<file path="src/design/mandelbrot_escape_shader_assert.svh">
// Assertion macros shared by the escape shader RTL.
// Include with the bare file name; needs nothing else.
`ifndef MANDELBROT_ESCAPE_SHADER_ASSERT_SVH
`define MANDELBROT_ESCAPE_SHADER_ASSERT_SVH

// same-cycle implication, disabled in reset
`define MES_ASSERT_NOW(label, clk, rst_n, ante, cons, msg) \
  label: assert property (@(posedge clk) disable iff (!rst_n) (ante) |-> (cons)) \
    else $error(msg);

// next-cycle implication, disabled in reset
`define MES_ASSERT_NEXT(label, clk, rst_n, ante, cons, msg) \
  label: assert property (@(posedge clk) disable iff (!rst_n) (ante) |=> (cons)) \
    else $error(msg);

`endif

</file>
<file path="src/design/mes_pkg.sv">
// Shared types and constants of the Mandelbrot escape shader.
// No dependencies.
`default_nettype none

package mes_pkg;

  localparam int PIX_W      = 12;
  localparam int DIM_W      = 13;
  localparam int OFF_W      = 12;
  localparam int ITER_W     = 8;
  localparam int DSL_W      = 30;
  localparam int SHADE_W    = 8;
  localparam int CFG_IDX_W  = 3;
  localparam int CFG_DATA_W = 30;

  localparam logic [CFG_IDX_W-1:0] CFG_IMAGE_WIDTH  = 3'd0;
  localparam logic [CFG_IDX_W-1:0] CFG_IMAGE_HEIGHT = 3'd1;
  localparam logic [CFG_IDX_W-1:0] CFG_ROW_OFFSET   = 3'd2;
  localparam logic [CFG_IDX_W-1:0] CFG_MAX_ITER     = 3'd3;
  localparam logic [CFG_IDX_W-1:0] CFG_DOUBLE_LIMIT = 3'd4;

  localparam logic [DIM_W-1:0]  RST_IMAGE_WIDTH  = 13'd1024;
  localparam logic [DIM_W-1:0]  RST_IMAGE_HEIGHT = 13'd1024;
  localparam logic [OFF_W-1:0]  RST_ROW_OFFSET   = 12'd0;
  localparam logic [ITER_W-1:0] RST_MAX_ITER     = 8'd200;
  localparam logic [DSL_W-1:0]  RST_DOUBLE_LIMIT = 30'd237265664;

  localparam logic [SHADE_W-1:0] SHADE_MAX = 8'hFF;

  typedef struct packed {
    logic load;
    logic map;
    logic mul;
    logic acc;
    logic upd;
    logic emit;
  } mes_cmd_t;

  typedef struct packed {
    logic div_done;
    logic no_iter;
    logic escaped;
    logic last_iter;
    logic out_free;
  } mes_sts_t;

endpackage

`default_nettype wire

</file>
<file path="src/design/mes_ctrl.sv">
// Controller FSM: sequences divide, map, multiply, accumulate, update and emit
// steps of the datapath. Uses mes_pkg.
`default_nettype none
`include "mandelbrot_escape_shader_assert.svh"

module mes_ctrl (
  input  wire logic              clk_i,
  input  wire logic              rst_ni,
  input  wire logic              in_valid_i,
  output logic                   in_stall_o,
  input  wire mes_pkg::mes_sts_t sts_i,
  output mes_pkg::mes_cmd_t      cmd_o
);

  typedef enum logic [5:0] {
    S_IDLE = 6'b000001,
    S_DIV  = 6'b000010,
    S_MUL  = 6'b000100,
    S_ACC  = 6'b001000,
    S_UPD  = 6'b010000,
    S_FIN  = 6'b100000
  } mes_state_e;

  mes_state_e state_q, state_d;

  always_comb begin
    state_d = state_q;
    cmd_o   = '0;
    case (state_q)
      S_IDLE: begin
        if (in_valid_i) begin
          cmd_o.load = 1'b1;
          state_d    = S_DIV;
        end
      end
      S_DIV: begin
        if (sts_i.div_done) begin
          cmd_o.map = 1'b1;
          state_d   = sts_i.no_iter ? S_FIN : S_MUL;
        end
      end
      S_MUL: begin
        cmd_o.mul = 1'b1;
        state_d   = S_ACC;
      end
      S_ACC: begin
        cmd_o.acc = 1'b1;
        state_d   = S_UPD;
      end
      S_UPD: begin
        cmd_o.upd = 1'b1;
        state_d   = (sts_i.escaped || sts_i.last_iter) ? S_FIN : S_MUL;
      end
      S_FIN: begin
        if (sts_i.out_free) begin
          cmd_o.emit = 1'b1;
          state_d    = S_IDLE;
        end
      end
      default: state_d = S_IDLE;
    endcase
  end

  always_ff @(posedge clk_i or negedge rst_ni) begin
    if (!rst_ni) begin
      state_q <= S_IDLE;
    end else begin
      state_q <= state_d;
    end
  end

  assign in_stall_o = (state_q != S_IDLE);

  `MES_ASSERT_NEXT(a_accept_div, clk_i, rst_ni, in_valid_i && !in_stall_o, state_q == S_DIV, "accepted beat not dividing")
  `MES_ASSERT_NEXT(a_upd_loop, clk_i, rst_ni, (state_q == S_UPD) && !sts_i.escaped && !sts_i.last_iter, state_q == S_MUL, "iteration dropped early")
  `MES_ASSERT_NOW(a_emit_free, clk_i, rst_ni, cmd_o.emit, sts_i.out_free, "emit into full output")

endmodule

`default_nettype wire

</file>
<file path="config.mk">
export PLATFORM = sky130hd
export DESIGN_NAME = mes_ctrl
export DESIGN_NICKNAME = d
export VERILOG_FILES = /design/src/design/mes_pkg.sv /design/src/design/mes_ctrl.sv
export VERILOG_INCLUDE_DIRS = /design/src /design/src/design
export SDC_FILE = /design/constraint.sdc
export NUM_CORES = 1
export LEC_CHECK = 0
export ABC_AREA = 1
export BUFFER_PORTS_ARGS = -buffer_cell sky130_fd_sc_hd__clkbuf_2
export CAP_MARGIN = 25
export CORE_AREA = 8 8 45 47
export DETAILED_ROUTE_END_ITERATION = 10
export DIE_AREA = 0 0 53 55
export PLACE_DENSITY = 0.62
export SYNTH_ARGS = -nofsm -noshare
export SYNTH_HDL_FRONTEND = slang
export SYNTH_SLANG_ARGS = --single-unit
</file>
<file path="constraint.sdc">
create_clock -name clk_i -period 1.45 [get_ports clk_i]
set_clock_uncertainty 0.15 [all_clocks]
set_input_delay 0.145 -clock clk_i [delete_from_list [all_inputs] [get_ports clk_i]]
set_output_delay 0.145 -clock clk_i [all_outputs]
set_load 0.005 [all_outputs]
</file>
== Yosys cells after proc, flatten, opt, wreduce, memory -nomap -nowiden ==
Index checks and enable logic that the tools add are counted.
Operators by class
  equality and inequality tests: 10
  muxes and demuxes: 15
  reductions and logical operators: 2
Operators with widths (number)
  one-hot mux 6 bit (6 select lines): 1
  2-to-1 mux 6 bit: 5
  2-to-1 mux 1 bit: 9
  == test 6 x 1 -> 1 bit (second input constant): 1
  == test 6 x 2 -> 1 bit (second input constant): 1
  == test 6 x 3 -> 1 bit (second input constant): 1
  == test 6 x 4 -> 1 bit (second input constant): 1
  == test 6 x 5 -> 1 bit (second input constant): 1
  == test 6 bit (second input constant): 1
  != test 2 bit (second input constant): 3
  != test 6 x 1 -> 1 bit (second input constant): 1
  AND reduction 3 bit: 1
  logical OR 1 bit: 1
Word-level totals
  word-level logic and storage cells: 28
  output and inout port bits: 7
  register bits after elaboration: 6

== Logic depth before layout (Yosys ltp) ==
  depth after elaboration: 3
  mapped depth: 9
  gate-level depth less buffers: 9

== Least setup slack after synthesis ==
Ideal clock, no wire load.
  path type: register to register
  from: register state_q[0]
  to: register state_q[2]
  setup slack: 0.128 ns
  library setup time: 0.119 ns
  required time: 1.181 ns
  arrival: 1.053 ns
  cell stages (with the launch flop): 7
  cell sequence: dfstp_2 inv_2 nor2_4 nand3_4 nor2_4 nor2_2 and2_1
On the way
  cells in the longest elaborated chain, start to end: 3
RTL lines
  from (decl): RTL line mes_ctrl.sv:24  | mes_state_e state_q, state_d;
  from (signal assigned): RTL line mes_ctrl.sv:68  | state_q <= state_d;
  == test 6 x 2 -> 1 bit (tied with other cells): RTL line mes_ctrl.sv:29  | case (state_q)
  != test 2 bit (no line)
  AND reduction 3 bit (no line)
Several ways; a longest one is shown, not always the timed one.
A chain may end at the register's enable or synchronous reset.

==> impl_metrics.toml <==
[run_status]
outcome = "finished, violations left"
violations = "negative setup slack"

[clocking]
clk_latency_ns = 0.25
clk_pin_slew_ns = 0.05
cts.sinks = 6
cts_max_level = 1
cts_inserted_buffers = 3
cts_buffer_depth = 2
cts_tree = "yes"
root_buffer = "clkbuf_4"

[placed_design]
port-buffer-count = 14
hpwl_um = 912
placed_cells = 93
gp_congestion = 0.765

[logic_synthesis]
synth_cells = 63
synth_top_cell_by_area = "dfrtp_1"
ys_seq_area_share_pct = 33.9
postSynthAreaPerCell_um2 = 7.09
ys_seq_elements = 6
synth.distinct_cells = 15
synth_nets = 71
yosys_warnings = 0
synth.area.top_cells = "dfrtp_1, nor2_4, inv_1, nand2_1, nor2_1"
synth_top_area_share_pct = 28.0
synth_area_um2 = 447

[route]
dr.pass1.iters = 4
vias = 496
post_drt_via_cell_ratio = 4.64
wl_um = 1360
drt_iter0_markers = 11
avgRoutedWirePerCell_um = 12.7
drc = 0
postRouteAntennaNets = 0

[global_route]
grt_pass1_wl_um = 2170
grt_max_degree = 7
grt_usage_pct = 10.5
grt_overflow = 0
antenna_found_initial = 0
grt_pass1_vias = 516

[sta]
grt_setup_unrepaired = "yes"
fmax_ghz = 0.653
fin_ws_ns = -0.0822
hold_viol = 0
finalCriticalPeriod_ns = 1.53
worst_pin_slew_ns = 0.221
relSlewSlack_pct = 85.3
setup_viol_count_final = 9
slew_viol_final = 0
finalCritPeriodShare_pct = 106

[floorplan]
dieArea_um2 = 2920
initial_core_util_pct = 32.3
die_w_um = 53
die_h_um = 55
ios = 15
design.core.area_um2 = 1380
rows = 14

[final_layout]
largest_reg_flops = 6
top_regs = "state_q x6"
syn_to_final_growth_pct = 48.5
diodes = 0
final_nets = 100
regMostFlops = "state_q"
drive_gt1_share_pct = 49.5
final_cells = 107
fin_util_pct = 47.9

[worst_hold_path]
min_from = "sts_i[0]"
hp-class = "in -> reg"

[setup_path]
crit_path_max_incr_delay_ns = 0.56
path_class = "reg -> out"
crit_required_ns = 1.15
end_kind = "primary output"
worstSetupStartpointType = "flip-flop"
slowest_stage = "dfstp_2"
crit_path_cell_trace = "inv_2 -> nor2_4 -> nand3_4 -> nor2_1 -> buf_2"
critPathMaxFanout = 3
endpoint = "cmd_o[5]"
crit_path_start = "state_q[0]"
r2r_start = "state_q[5]"
crit_arrival_ns = 1.24
reg2reg_to = "state_q[2]"
worstRegToRegCells = 6
rrSetupSlack_ns = -0.08

[power]
peakVddDrop_mv = 0.684
p_leak_nw = 0.399
powerDensity_nw_per_um2 = 1560

[job]
cap_viol_max_count = 0
## what timing repair did
| action | CTS | global route |
|---|---|---|
| gates resized for setup | 5 | 4 |
| hold buffers | 2 | 0 |
| setup buffers | 7 | 1 |
| endpoints found under the setup margin | 7 | 10 |
| endpoints found under the hold margin | 7 | 0 |
| pin swaps | 5 | 3 |
## cells by family (layout without fill, tap and decap cells)
group | after synthesis | count (layout) | share of synthesized area, %
AO/OA/AOI/OAI | 2 | 2 | 2.24
buffers and inverters | 16 | 44 | 13.4
flip-flops | 6 | 6 | 33.9
AND/OR/NAND/NOR | 39 | 39 | 50.4
## cells in the final DEF, fill, tap and decap left out, types with 2 or more instances in the layout
master,n
nor2_4,5
nand2_1,11
nand3_2,3
nand4_1,4
buf_2,3
clkbuf_2,11
o21ai_0,2
clkbuf_4,3
dfrtp_1,3
inv_2,3
buf_4,8
dlygate4sd3_1,2
nor2_1,8
dfrtp_2,2
nor2_2,3
inv_1,13
## synthesized netlist by cell type (all sizes together)
| library cell | count |
|---|---|
| o21ai | 2 |
| dfstp | 1 |
| inv | 16 |
| nand4 | 4 |
| and2 | 1 |
| dfrtp | 5 |
| nand2 | 12 |
| or2 | 1 |
| nand3 | 5 |
| nor2 | 16 |
## worst min-delay path by stage
stage               slack [ns]  depth (start not counted)          to
floorplan                -0.30                          0  state_q[1]
global placement         -0.18                          1  state_q[4]
detailed placement       -0.17                          1  state_q[3]
CTS                        0.1                          2  state_q[4]
global route               0.1                          2  state_q[2]
finish                    0.09                          4  state_q[5]
## power breakdown
group | switching, mW | total (mW) | internal, mW
logic | 0.327 | 0.579 | 0.252
registers | 0.0592 | 0.283 | 0.223
clock network | 0.0653 | 0.170 | 0.105
total | 0.452 | 1.03 | 0.580
## cell type report
cell class	count	area, um2
Inverter	16	60.1
Tap cell	16	20.0
Clock buffer	4	26.3
Sequential cell	6	154
Fill cell	143	721
Timing Repair Buffer	24	150
Multi-Input combinational cell	41	253
## worst max-delay path, delay by kind of cell (launching register included)
family / cells / cell delay, ns
buf+inv: 2 / 0.17
flops: 1 / 0.56
simple gates: 3 / 0.26
## routing by layer
| layer | vias up | wire length [um] | GRT usage (%) |
|---|---|---|---|
| li1 | 244 | - | - |
| met1 | 223 | 477 | 10.5 |
| met2 | 24 | 724 | 16.0 |
| met3 | 5 | 110 | 3.48 |
| met4 | 0 | 44 | 12.5 |
| met5 | - | 0 | 0 |
## per-stage QoR
step                hold WS (ns)  TNS [ns]  setup slack [ns]  instance area [um2]  power (mW)
floorplan                 -0.301         0             0.128                  447       0.599
global placement          -0.179         0            0.0708                  537       0.706
detailed placement        -0.172         0            0.0603                  537       0.716
CTS                       0.0982    -0.361           -0.0896                  654        1.01
global route              0.0997     -1.05            -0.132                  663        1.11
finish                    0.0910    -0.487           -0.0822                  663        1.03
Note: power is estimated with default switching activity, not from simulation.
